<file path="src/rtl/core/psd_isqrt.sv">
`timescale 1ns / 1ps
// Pipelined digit-by-digit integer square root, one result bit per stage.
module psd_isqrt #(
    parameter int IN_BITS = 36
) (
    input  logic                 i_clk,
    input  logic                 i_en,
    input  logic [IN_BITS-1:0]   i_val,
    output logic [IN_BITS/2-1:0] o_root
);
    localparam int N  = (IN_BITS + 1) / 2;
    localparam int RW = 2 * N;

    logic [RW-1:0] r_v   [N+1];
    logic [RW-1:0] r_rem [N+1];
    logic [N-1:0]  r_res [N+1];

    always_ff @(posedge i_clk) begin
        if (i_en) begin
            r_v[0]   <= RW'(i_val);
            r_rem[0] <= '0;
            r_res[0] <= '0;
        end
    end

    for (genvar g = 0; g < N; g++) begin : g_step
        logic [RW+1:0] w_rem;
        logic [RW+1:0] w_trial;
        logic [RW+1:0] w_df;
        assign w_rem   = {r_rem[g], r_v[g][RW-1 -: 2]};
        assign w_trial = {(RW-N)'(0), r_res[g], 2'b01};
        assign w_df    = w_rem - w_trial;
        always_ff @(posedge i_clk) begin
            if (i_en) begin
                r_v[g+1] <= {r_v[g][RW-3:0], 2'b00};
                if (!w_df[RW+1]) begin
                    r_rem[g+1] <= w_df[RW-1:0];
                    r_res[g+1] <= {r_res[g][N-2:0], 1'b1};
                end else begin
                    r_rem[g+1] <= w_rem[RW-1:0];
                    r_res[g+1] <= {r_res[g][N-2:0], 1'b0};
                end
            end
        end
    end

    assign o_root = r_res[N][IN_BITS/2-1:0];
endmodule

</file>
<file path="config.mk">
export PLATFORM = sky130hd
export DESIGN_NAME = psd_isqrt
export DESIGN_NICKNAME = d
export VERILOG_FILES = /design/src/rtl/core/psd_isqrt.sv
export SDC_FILE = /design/constraint.sdc
export NUM_CORES = 2
export LEC_CHECK = 0
export BUFFER_PORTS_ARGS = -buffer_cell sky130_fd_sc_hd__clkbuf_2
export CELL_PAD_IN_SITES_DETAIL_PLACEMENT = 1
export CELL_PAD_IN_SITES_GLOBAL_PLACEMENT = 2
export CORE_ASPECT_RATIO = 1.2
export CORE_MARGIN = 8
export CORE_UTILIZATION = 45
export CTS_CLUSTER_SIZE = 10
export DETAILED_ROUTE_END_ITERATION = 10
export PLACE_DENSITY_LB_ADDON = 0.1
export SLEW_MARGIN = 0
export SYNTH_ARGS = -nofsm -noshare
export SYNTH_HDL_FRONTEND = slang
export SYNTH_SLANG_ARGS = --single-unit
</file>
<file path="constraint.sdc">
create_clock -name i_clk -period 5.14 [get_ports i_clk]
set_clock_uncertainty 0.1 [all_clocks]
set_input_delay 0.771 -clock i_clk [delete_from_list [all_inputs] [get_ports i_clk]]
set_output_delay 0.771 -clock i_clk [all_outputs]
set_load 0.02 [all_outputs]
</file>
After elaboration in Yosys (flattened, before gate mapping):

Memories as Yosys holds them, arrays and structs flattened.
Cells that the tools add are included.

* word-level logic and storage cells: 203
* bits in latches: 0
* input port bits: 38
* bits in writable memories: 1710
* bits in registers: 0
* ROM bits: 0
* output and inout bits: 18
* memories kept: 3

Memory list
* r_rem: words 19, bits a word 36, read ports 18, clocked after memory_dff 0, write ports 19, line 15 `logic [RW-1:0] r_rem [N+1];`
* r_v: words 19, bits a word 36, read ports 18, clocked after memory_dff 0, write ports 19, line 14 `logic [RW-1:0] r_v [N+1];`
* r_res: words 19, bits a word 18, read ports 19, clocked after memory_dff 0, write ports 19, line 16 `logic [N-1:0] r_res [N+1];`

* shift-type cells: 0
* magnitude comparators: 0
* add/sub/neg operators: 18
* div/mod/pow operators: 0
* multiplexer cells: 146
* $mul: 0
* bitwise logic cells: 36
* reduce and logical (&&, ||, !) cells: 0
* equality and inequality tests: 0

Operators by type and width (number)
* subtractor 38 x 20 -> 38 bit: 18
* 2-to-1 mux 36 bit: 18
* 2-to-1 mux 18 bit: 18
* 2-to-1 mux 1 bit: 110
* bitwise OR 1 bit: 36

Depth between registers and ports, before layout:

An unclocked memory read counts as a cell.

* word-level depth: 6
* mapped depth: 13
* gate-level depth less buffers: 11

Worst setup path before layout:

Ideal clock, no wire load.

* path type: register to register
* from: memory r_rem[7][24] in the netlist's numbering
* to: memory r_rem[8][32] in the netlist's numbering, data pin
* arrival: 3591 ps
* buffers on the path: 0
* path slack: 1176 ps
* stages on the path, launching flop included: 9
* clock period less this slack: 3964 ps
* required time: 4767 ps
* library setup time: 273 ps
* cells stage by stage: edfxtp_1 > or4_1 > or3_1 > nor4_1 > nand3b_1 > mux2i_1 > a2111oi_0 > nor4b_1 > xor2_1

RTL lines (line)
* start, declared: 15

==> key figures <==
Run status
  – Status: completed

Route
  – DR DRC count: 0
  – Via/cell ratio: roughly 5.4
  – Via count: roughly 30000
  – Routed wire length: 110000 um
  – 1st-iter DRT viols: 1472
  – DR WL/cell: between 15 and 20 um
  – First drt pass iteration count: 5
  – Final antenna-violating net count: 0

Setup path
  – Crit-path cells: inv_1 -> ha_1 -> a21oi_1 -> a21oi_1 -> o311ai_0 -> o2111ai_1 -> mux2i_4 -> buf_4 -> buf_4 -> inv_2 -> nor2_1 -> a21oi_1
  – Crit path buf inv count: 4
  – CP max stage cell: o311ai_0
  – CP peak stage delay: about 0.70 ns
  – Critical path class: flip-flop to flip-flop
  – Worst EP arrival: 4.48 ns
  – Critical-path maximum fanout: 17
  – Worst path required time: 5.53 ns
  – CP endpoint kind: flip-flop
  – Crit start category: flip-flop
  – CP most frequent cell: a21oi_1
  – Cell family with most CP delay: compound AO/OA/AOI/OAI gates

Job
  – Max Cap Violations: 0

Clock network
  – CTS Hold Bufs: 0
  – Longest Clk Path Bufs: 3
  – Clock Sinks: 1071
  – H-tree depth: 4
  – CTS tree: yes
  – Total CTS buffers: between 100 and 150
  – Clock insertion delay at the later pin of the skew report: 0.75 ns
  – Clk slew on worst S/H paths: about 0.05 ns
  – Post-CTS setup buffers: 0
  – Post-CTS sizing: 0
  – Root buffer cell: clkbuf_16

Die
  – Die Wd: 321 um
  – Std-Cell Rows: 134
  – Initial Utilization: 0.452
  – I/O pins: 56
  – Die Ht: 382 um
  – Die area: 0.122 mm2
  – Core Area: 0.111 mm2

Logic synthesis
  – Synth Instances: a little under 4000
  – Post-synthesis mux area share: 0.00716
  – XOR/XNOR Fraction of Synth Area: 0.0835
  – Yosys Warn Count: 0
  – Simple-gate portion of the synthesized area: 0.131
  – Post-synthesis register bit count: 1071
  – Ys flop type: edfxtp_1
  – Main combinational cell family by area after synthesis: simple AND/OR/NAND/NOR gates
  – Syn Area/Cell: around 13 um2
  – Syn nets: a little over 4000
  – Adder-cell share of the synthesized area: 0.0439
  – Compound-Gate Fraction of Synth Area: 0.0684
  – Synthesized cell area: around 0.050 mm2
  – Post-synth EDFFs: 1070
  – Synth cell types: 84
  – Asr flop ratio synth: 0
  – Seq/Total Area, Yosys: 0.641

Place
  – I/O Buffers: 55
  – GPL Wtd Cong: 0.813
  – Hpwl dp: roughly 80000 um
  – Pre-CTS setup slack: around 1 ns
  – Placed inst area: 0.0524 mm2
  – Post-placement cell count: 5401

Timing
  – Worst setup margin: approximately 1.1 ns
  – Worst slew margin: 0.319
  – RSZ-0062 raised after global routing: false
  – Hold Vio Cnt, Final: 0
  – Slew Viols, Final: 0
  – Crit path time final: just over 4 ns
  – Worst Max-Slew Pin Slew: 1.02 ns
  – Post-route clock period utilization: 0.795
  – F_max: 245 MHz
  – Total Neg Setup Slack: 0 ns
  – Final setup fails: 0

Global routing
  – Total congestion overflow: 0
  – Global-route wire length before repair: 175000 um
  – Initial antenna violation count: 1
  – Largest net degree at the start of global routing: 179
  – GRT Total Usage: 0.179
  – Vias in the first global route: 31777

Layout
  – Most frequent cells in the layout: 1070 x edfxtp_1, 268 x nor2_1, 259 x nand2_1
  – P&R area growth vs syn: 11.9%
  – Final Non-Filler Cells: 5581
  – Final-stage net count: 4251
  – Utilization after layout: 0.506
  – Ant diodes: 0
  – Ratio of cells with drive above 1 in the final layout: 0.0810
  – Commonest non-fill, non-tap cell in the layout: edfxtp_1
  – Final Instance Area: 0.0561 mm2
  – Layout fillers: 11160

Power and ir drop
  – Power density over cell area: approximately 410 mW/mm2
  – Switching share of power: 0.267
  – Int Pwr: 16700 uW
  – Switch Pwr: 6100 uW
  – Clock share of power: 0.354
  – Flop pwr share: 0.498
  – Maximum VDD drop: roughly 0.35 mV
  – LEAKAGE: 0.0202 uW
  – Gate power share: 0.148

Min path
  – Worst min-delay path category: primary input to flip-flop
-- cell type report --
cell class	instances	area (um2)	share of cell area
Clock buffer	147	3340	0.0595
Timing Repair Buffer	103	708	0.0126
Inverter	238	893	0.0159
Clock inverter	33	325	0.00580
Sequential cell	1071	32200	0.573
Multi-Input combinational cell	2493	16800	0.299
Tap cell	1496	1870	0.0334
-- stage by stage --
stage | hold WS (ns) | total power [uW]
floorplan | 0.300 | 13800
global placement | 0.300 | 14900
detailed placement | 0.305 | 15000
CTS | 0.0189 | 23200
global route | 0.0500 | 23900
finish | 0.0963 | 22800
-- worst register-to-register path, cell delays in order, from the launching register on --
cell       delay (ns)
edfxtp_1         0.53
inv_1            0.08
ha_1             0.37
a21oi_1          0.35
a21oi_1          0.20
o311ai_0         0.70
o2111ai_1        0.27
mux2i_4          0.45
buf_4            0.32
buf_4            0.26
inv_2            0.07
nor2_1           0.09
a21oi_1          0.05
-- flip-flops by register name (all words and copies together) (netlist names) --
name / count
r_rem: 558
r_v: 342
r_res: 171
-- cell families (layout without fill, tap and decap cells) --
family / count (synthesis) / count (layout)
flops: 1071 / 1071
xor+xnor: 478 / 478
simple gates: 1259 / 1259
buf+inv: 331 / 521
mux: 33 / 33
compound gates: 547 / 547
fa+ha+maj: 176 / 176
-- cell usage after synthesis (16+ instances only) --
cell type	count	area, um2
nor3b_1	19	143
xor2_1	258	2260
or4_1	49	368
o21ai_0	107	536
clkbuf_1	83	312
a21oi_1	164	821
or3_1	59	369
nand3_1	84	420
xnor2_1	220	1930
o21a_1	31	233
ha_1	176	2200
nor2b_1	28	175
nand2b_1	65	407
nor4_1	106	663
o211ai_1	16	120
edfxtp_1	1070	32100
nor2_1	268	1010
inv_1	233	875
nand2_1	259	972
or2_2	32	200
nand4b_1	20	175
a21o_1	29	218
o21ai_1	58	290
nand3b_1	16	120
nor3_1	153	766
o31ai_1	17	128
nand4_1	31	194
-- power groups by stage --
stage,logic (uW),registers [uW],clock network (uW)
2_1_floorplan,2510,11300,0
5_1_grt,3790,11500,8610
4_1_cts,3430,11400,8350
3_3_place_gp,3370,11500,0
6_report,3370,11400,8080
3_5_place_dp,3410,11600,0
-- final timing paths --
kind             endpoint  cells after the start  slack [ns]          from
max reg2reg  r_rem[14][1]                     12        1.06  r_res[13][1]
min            r_v[0][29]                      1         0.1     i_val[29]
max          r_rem[14][1]                     12        1.06  r_res[13][1]
min reg2reg    r_v[5][15]                      0        0.30    r_v[4][13]
-- per-layer routing --
| metal | track usage | vias to the layer above | part of all wire |
|---|---|---|---|
| met5 | 0 | - | 0 |
| met4 | 0.0646 | 0 | 0.029 |
| met3 | 0.0279 | 182 | 0.027 |
| met2 | 0.335 | 337 | 0.53 |
| met1 | 0.205 | 14751 | 0.41 |
| li1 | - | 14665 | - |
No activity file was read; power rests on OpenSTA's default activity.
