**config.mk**
```make
export PLATFORM = sky130hd
export DESIGN_NAME = psd_divider
export DESIGN_NICKNAME = d
export VERILOG_FILES = /design/src/rtl/core/psd_divider.sv
export SDC_FILE = /design/constraint.sdc
export NUM_CORES = 2
export LEC_CHECK = 0
export ABC_CLOCK_PERIOD_IN_PS = 5400
export BUFFER_PORTS_ARGS = -buffer_cell sky130_fd_sc_hd__buf_2
export CORE_MARGIN = 4
export CORE_UTILIZATION = 25
export CTS_BUF_LIST = sky130_fd_sc_hd__clkbuf_16
export DETAILED_ROUTE_END_ITERATION = 8
export GPL_ROUTABILITY_DRIVEN = 1
export PLACE_DENSITY = 0.5
export SLEW_MARGIN = 20
export SYNTH_ARGS = -nofsm -noshare
export SYNTH_HDL_FRONTEND = slang
export SYNTH_SLANG_ARGS = --single-unit
```
**constraint.sdc**
```tcl
create_clock -name i_clk -period 5.4 [get_ports i_clk]
set_input_delay 1.35 -clock i_clk [delete_from_list [all_inputs] [get_ports i_clk]]
set_output_delay 1.35 -clock i_clk [all_outputs]
set_load 0.02 [all_outputs]
```
**src/rtl/core/psd_divider.sv**
```systemverilog
`timescale 1ns / 1ps
// Pipelined restoring divider computing the unclamped projection quotient.
module psd_divider #(
    parameter int NUM_BITS = 34,
    parameter int TF       = 16
) (
    input  logic                i_clk,
    input  logic                i_en,
    input  logic [NUM_BITS-1:0] i_num,
    input  logic [NUM_BITS-1:0] i_den,
    output logic [TF:0]         o_quot
);
    logic [NUM_BITS:0]   r_rem [TF+1];
    logic [NUM_BITS-1:0] r_den [TF+1];
    logic [TF:0]         r_q   [TF+1];

    always_ff @(posedge i_clk) begin
        if (i_en) begin
            r_rem[0] <= {1'b0, i_num};
            r_den[0] <= i_den;
            r_q[0]   <= '0;
        end
    end

    for (genvar g = 0; g < TF; g++) begin : g_step
        logic [NUM_BITS+1:0] w_sh;
        logic [NUM_BITS+1:0] w_df;
        assign w_sh = {r_rem[g], 1'b0};
        assign w_df = w_sh - {2'b00, r_den[g]};
        always_ff @(posedge i_clk) begin
            if (i_en) begin
                r_den[g+1] <= r_den[g];
                if (!w_df[NUM_BITS+1]) begin
                    r_rem[g+1] <= w_df[NUM_BITS:0];
                    r_q[g+1]   <= {r_q[g][TF-1:0], 1'b1};
                end else begin
                    r_rem[g+1] <= w_sh[NUM_BITS:0];
                    r_q[g+1]   <= {r_q[g][TF-1:0], 1'b0};
                end
            end
        end
    end

    assign o_quot = r_q[TF];
endmodule

```
# Word-level counts from Yosys, hierarchy flattened
# Memory sizes are Yosys's and may differ from the RTL's.
# Index checks and enable logic that the tools add are counted.
[word_totals] ff_bits=0 word_cells=181 in_bits=70 ramBits=1462 n_memories=3
[memory_table] name="r_rem" depth=17 word_bits=35 read_ports=16 rd_ports_with_merged_regs=0 wr=17 line="13" text="logic [NUM_BITS:0] r_rem [TF+1];"
[memory_table] name="r_den" depth=17 word_bits=34 read_ports=16 rd_ports_with_merged_regs=0 wr=17 line="14" text="logic [NUM_BITS-1:0] r_den [TF+1];"
[memory_table] name="r_q" depth=17 word_bits=17 read_ports=17 rd_ports_with_merged_regs=0 wr=17 line="15" text="logic [TF:0] r_q [TF+1];"
[classes] bitwise_logic=32 n_mux=130 add_sub_neg=16
[op_table] operator="$sub A36 B34 Y36" count=16
[op_table] operator="$mux W35" count=16
[op_table] operator="$mux W17" count=16
[op_table] operator="$mux W1" count=98
[op_table] operator="$or A1 B1 Y1" count=32

# Depth between registers and ports, before layout
# An unclocked memory read counts as a cell.
[depth] word_depth=6 depth_mapped=15

# Least setup slack after synthesis
# OpenSTA, ideal clock, no wires.
[synth_path] path_type="input to register" from="input port i_en" to="memory r_q[10][0] (netlist bit), enable pin" cell_stages=5 path_buffers=5 t_required_ns=4.982 setup_slack_ns=1.258 arrival_ns=3.725 path_cell_list="clkbuf_1 > clkbuf_1 > clkbuf_1 > clkbuf_1 > clkbuf_1"
[synth_rtl] item="start, declared" line="8" text="input logic i_en,"
[synth_rtl] item="end, declared" line="15"

==> key figures <==
STA
  • RSZ-0062 raised after global routing: no
  • Slew at the pin closest to its max-slew limit: 0.940 ns
  • Setup TNS: 0 ns
  • Slew HR: 0.357
  • Max Clock Freq: 0.210 GHz
  • Hold WS: 0.391 ns
  • Post-layout min period: 4.77 ns
  • Final slew viol count: 0
  • Final setup fails: 0
  • Final Cycle Share: 0.883
  • Clock Skew: 0.0349 ns
  • Fin. Hold Viols: 0

Floorplanning
  • Core footprint: 285000 um2
  • Rows: 196
  • Initial Util: 0.251
  • Die Y: 544 um
  • IO Pins: 87
  • Die width: 544 um
  • Die footprint: 296000 um2

Flow run
  • Max-cap viol count: 0

Placed design
  • Port bufs: 85
  • Placer Congestion: 0.950
  • DP Cell Count: 10.3k
  • Post-DP HPWL: 117000 um

Drt
  • Via density: 4.55
  • Wire per inst: 14.6 um
  • Iter 0 DRT Violations: 2590
  • Final ANT Viol Nets: 0
  • Remaining DRCs: 0
  • Total wirelength of the detailed-routed design: 154000 um
  • 1st-pass router iterations: 5
  • Vias: 48.2k

Clocking
  • Post_cts resized: 0
  • Bufs on Longest Clock Path: 4
  • Worst-skew pair later-pin latency: 0.79 ns
  • Hold_buf cts: 0
  • # H-tree levels: 4
  • Clock root cell: clkbuf_16
  • CTS Buf Count: 149
  • CTS tree: built
  • Clk pin slew, worst setup/hold paths: 0.06 ns
  • Clock Sinks: 1239
  • Setup bufs post-CTS: 0

Yosys
  • Ys flop type: edfxtp_1
  • Largest cells by area after synthesis: edfxtp_1 52%, ha_1 9.2%, o21ai_0 4.1%
  • EDFF count, synth: 1238
  • Sequential element share of the synthesized area: 0.518
  • Syn Nets: 7241
  • Cell count after synthesis: 6628
  • Post-Syn Area: 71700 um2
  • Netlist cell types: 89
  • Number of synthesized register bits: 1239
  • Synth area leader: edfxtp_1
  • Yosys warning count: 0
  • Top-area cell type share of the netlist area: 0.518
  • Syn avg cell area: 10.8 um2
  • Asr flop ratio synth: 0

Power and ir drop
  • Sequential Power Share: 0.340
  • Logic pwr share: 0.455
  • Cell area power density: 572 nW/um2
  • P_sw: 17.3 mW
  • Power share of the clock group: 0.205
  • Leak: 32.3 nW
  • Overall Power: 46.5 mW
  • Internal power: 29.2 mW
  • Net Sw Frac: 0.373
  • Maximum VDD drop: 258 uV

Setup path
  • CP endpoint kind: flop
  • Crit Path Max Fanout: 34
  • CP top delay family: compound AO/OA/AOI/OAI gates
  • Startpoint Class: flop
  • Max incr delay on CP: 0.70 ns
  • WP data arrival: 5.28 ns
  • Crit-path slowest cell: mux2i_1
  • Reg2Reg Setup Slack: 0.63 ns
  • Reg-to-Reg Start: r_den[0][103]
  • Critical path, cell by cell: inv_1 > ha_1 > nor2b_1 > o31a_1 > o21ai_0 > o21ai_1 > a21oi_1 > o211ai_1 > a31o_2 > a21oi_1 > mux2i_1 > inv_2 > mux2_2
  • Required @ worst endpoint: 5.91 ns
  • Buf/Inv on CP: 2
  • Worst R2R End: r_rem[4][12]
  • Crit-path most repeated cell: a21oi_1
  • Worst reg-to-reg path cell count: 13
  • CP Class: reg -> reg

Outcome
  • Status: complete, no violations

Worst hold path
  • Min-Delay Path Class: reg -> reg
  • Hold path cells: 0
  • Worst hold start: r_q[6][4]
  • Hold endpoint: r_q[7][5]

Final layout
  • Share of cells above drive strength 1: 0.0726
  • Ant diodes: 0
  • P&R area growth vs syn: 13.4%
  • Final Non-Filler Cells: 10.6k
  • Final nets: 7345

Global route
  • Largest net degree at the start of global routing: 148
  • Initial antenna violation count: 1
  • First-pass GRT wire length: 251000 um
  • GRT Residual Overflow: 0
  • Vias in the first global route: 49.1k
  • GRT Util Overall: 0.102
through the flow:
step	setup slack [ns]	instance area, um2	util
2_1_floorplan	1.26	71700	-
3_3_place_gp	0.519	76700	0.269
3_5_place_dp	0.444	76700	0.269
4_1_cts	0.432	81300	0.285
5_1_grt	0.304	81300	0.285
6_report	0.633	81300	0.285
worst max path at each step:
stage,from,endpoint,depth (start not counted)
4_1_cts,r_den[0][103],r_rem[4][26],13
6_report,r_den[0][103],r_rem[4][12],13
5_1_grt,r_den[0][103],r_rem[4][30],13
2_1_floorplan,i_en,r_q[10][0],5
3_3_place_gp,r_den[0][103],r_rem[4][2],13
3_5_place_dp,r_den[0][103],r_rem[4][4],13
area by class of cell:
type	count	area [um2]
clock inverters	105	828
clock buffers	150	3750
flip-flops and latches	1239	37200
well taps	3762	4710
multi-input cells	4546	31500
repair buffers	129	871
fillers	29200	204000
inverters	667	2500
flip-flops by register name, indices dropped and copies added (netlist names):
| signal | flops |
|---|---|
| r_rem | 559 |
| r_q | 136 |
| r_den | 544 |
kinds of logic after synthesis:
| kind of cell | synth area share |
|---|---|
| compound gates | 0.168 |
| simple gates | 0.0985 |
| flops | 0.518 |
| buf+inv | 0.0445 |
| fa+ha+maj | 0.0963 |
| xor+xnor | 0.0523 |
| mux | 0.0219 |
| other cells | 0.0000523 |
cells in the mapped netlist, types with 14 or more instances:
library cell	count
nand2_1	667
nor3_1	68
or2_2	16
a21o_1	263
clkbuf_1	151
a21boi_0	26
nand3_1	109
xnor2_1	224
and4_1	15
o31a_1	26
ha_1	528
mux2i_1	19
o21bai_1	62
nand2b_1	89
o21ai_0	591
nand4_1	53
and2_1	48
nor4_1	17
mux2_2	120
a21oi_1	449
a221o_1	14
nor2_1	255
a211oi_1	69
edfxtp_1	1238
nor2b_1	72
and3_1	50
inv_1	661
or3_1	16
o211ai_1	39
a31oi_1	52
o21a_1	94
xor2_1	204
fa_1	15
a211o_1	17
o31ai_1	50
layer usage:
layer | track usage | routed length, um | share of wire | vias up
met3 | 0.0151 | 5050 | 0.033 | 409
met1 | 0.120 | 67100 | 0.43 | 22400
met4 | 0.0448 | 7030 | 0.046 | 0
met2 | 0.182 | 75100 | 0.49 | 890
li1 | - | - | - | 24500
met5 | 0 | 0 | 0 | -
worst reg2reg max path, delay by kind of cell (launching register included):
kind / cells / cell delay, ns
AOI/OAI and AO/OA: 7 / 2.05
muxes: 2 / 1.12
adders and majority gates: 1 / 0.22
buffers and inverters: 2 / 0.60
DFF: 1 / 0.43
and+or+nand+nor: 1 / 0.13
power by group through the flow:
stage	clock, mW	sequential (mW)	combinational [mW]
after CTS	9.95	15.9	21.1
after global placement	0	16.1	20.7
after detailed placement	0	16.0	21.0
final	9.53	15.8	21.1
after global routing	10.3	16.1	23.8
after floorplan	0	15.4	16.5
layout by cell type, fill, tap and decap left out, drive strengths merged, types with 16 or more instances in the layout:
cell type | synthesis | routed
clkinv | 3 | 59
nand2b | 89 | 89
a211oi | 70 | 70
nand2 | 667 | 667
ha | 528 | 528
a21oi | 449 | 449
xor2 | 204 | 204
o31ai | 52 | 52
mux2i | 21 | 21
nor4 | 17 | 17
or3 | 16 | 16
nand4 | 53 | 53
o21ai | 596 | 596
o21bai | 62 | 62
a21boi | 27 | 27
inv | 664 | 699
and3 | 50 | 50
nor3 | 68 | 68
xnor2 | 224 | 224
buf | 25 | 129
nand3 | 109 | 109
mux2 | 120 | 120
or2 | 16 | 16
a21o | 263 | 263
o31a | 26 | 26
edfxtp | 1238 | 1238
clkbuf | 151 | 150
nor2 | 255 | 255
a211o | 17 | 17
and2 | 50 | 50
a31oi | 52 | 52
nor2b | 72 | 72
o21a | 94 | 94
o211ai | 39 | 39
(Power assumes the default switching activity.)
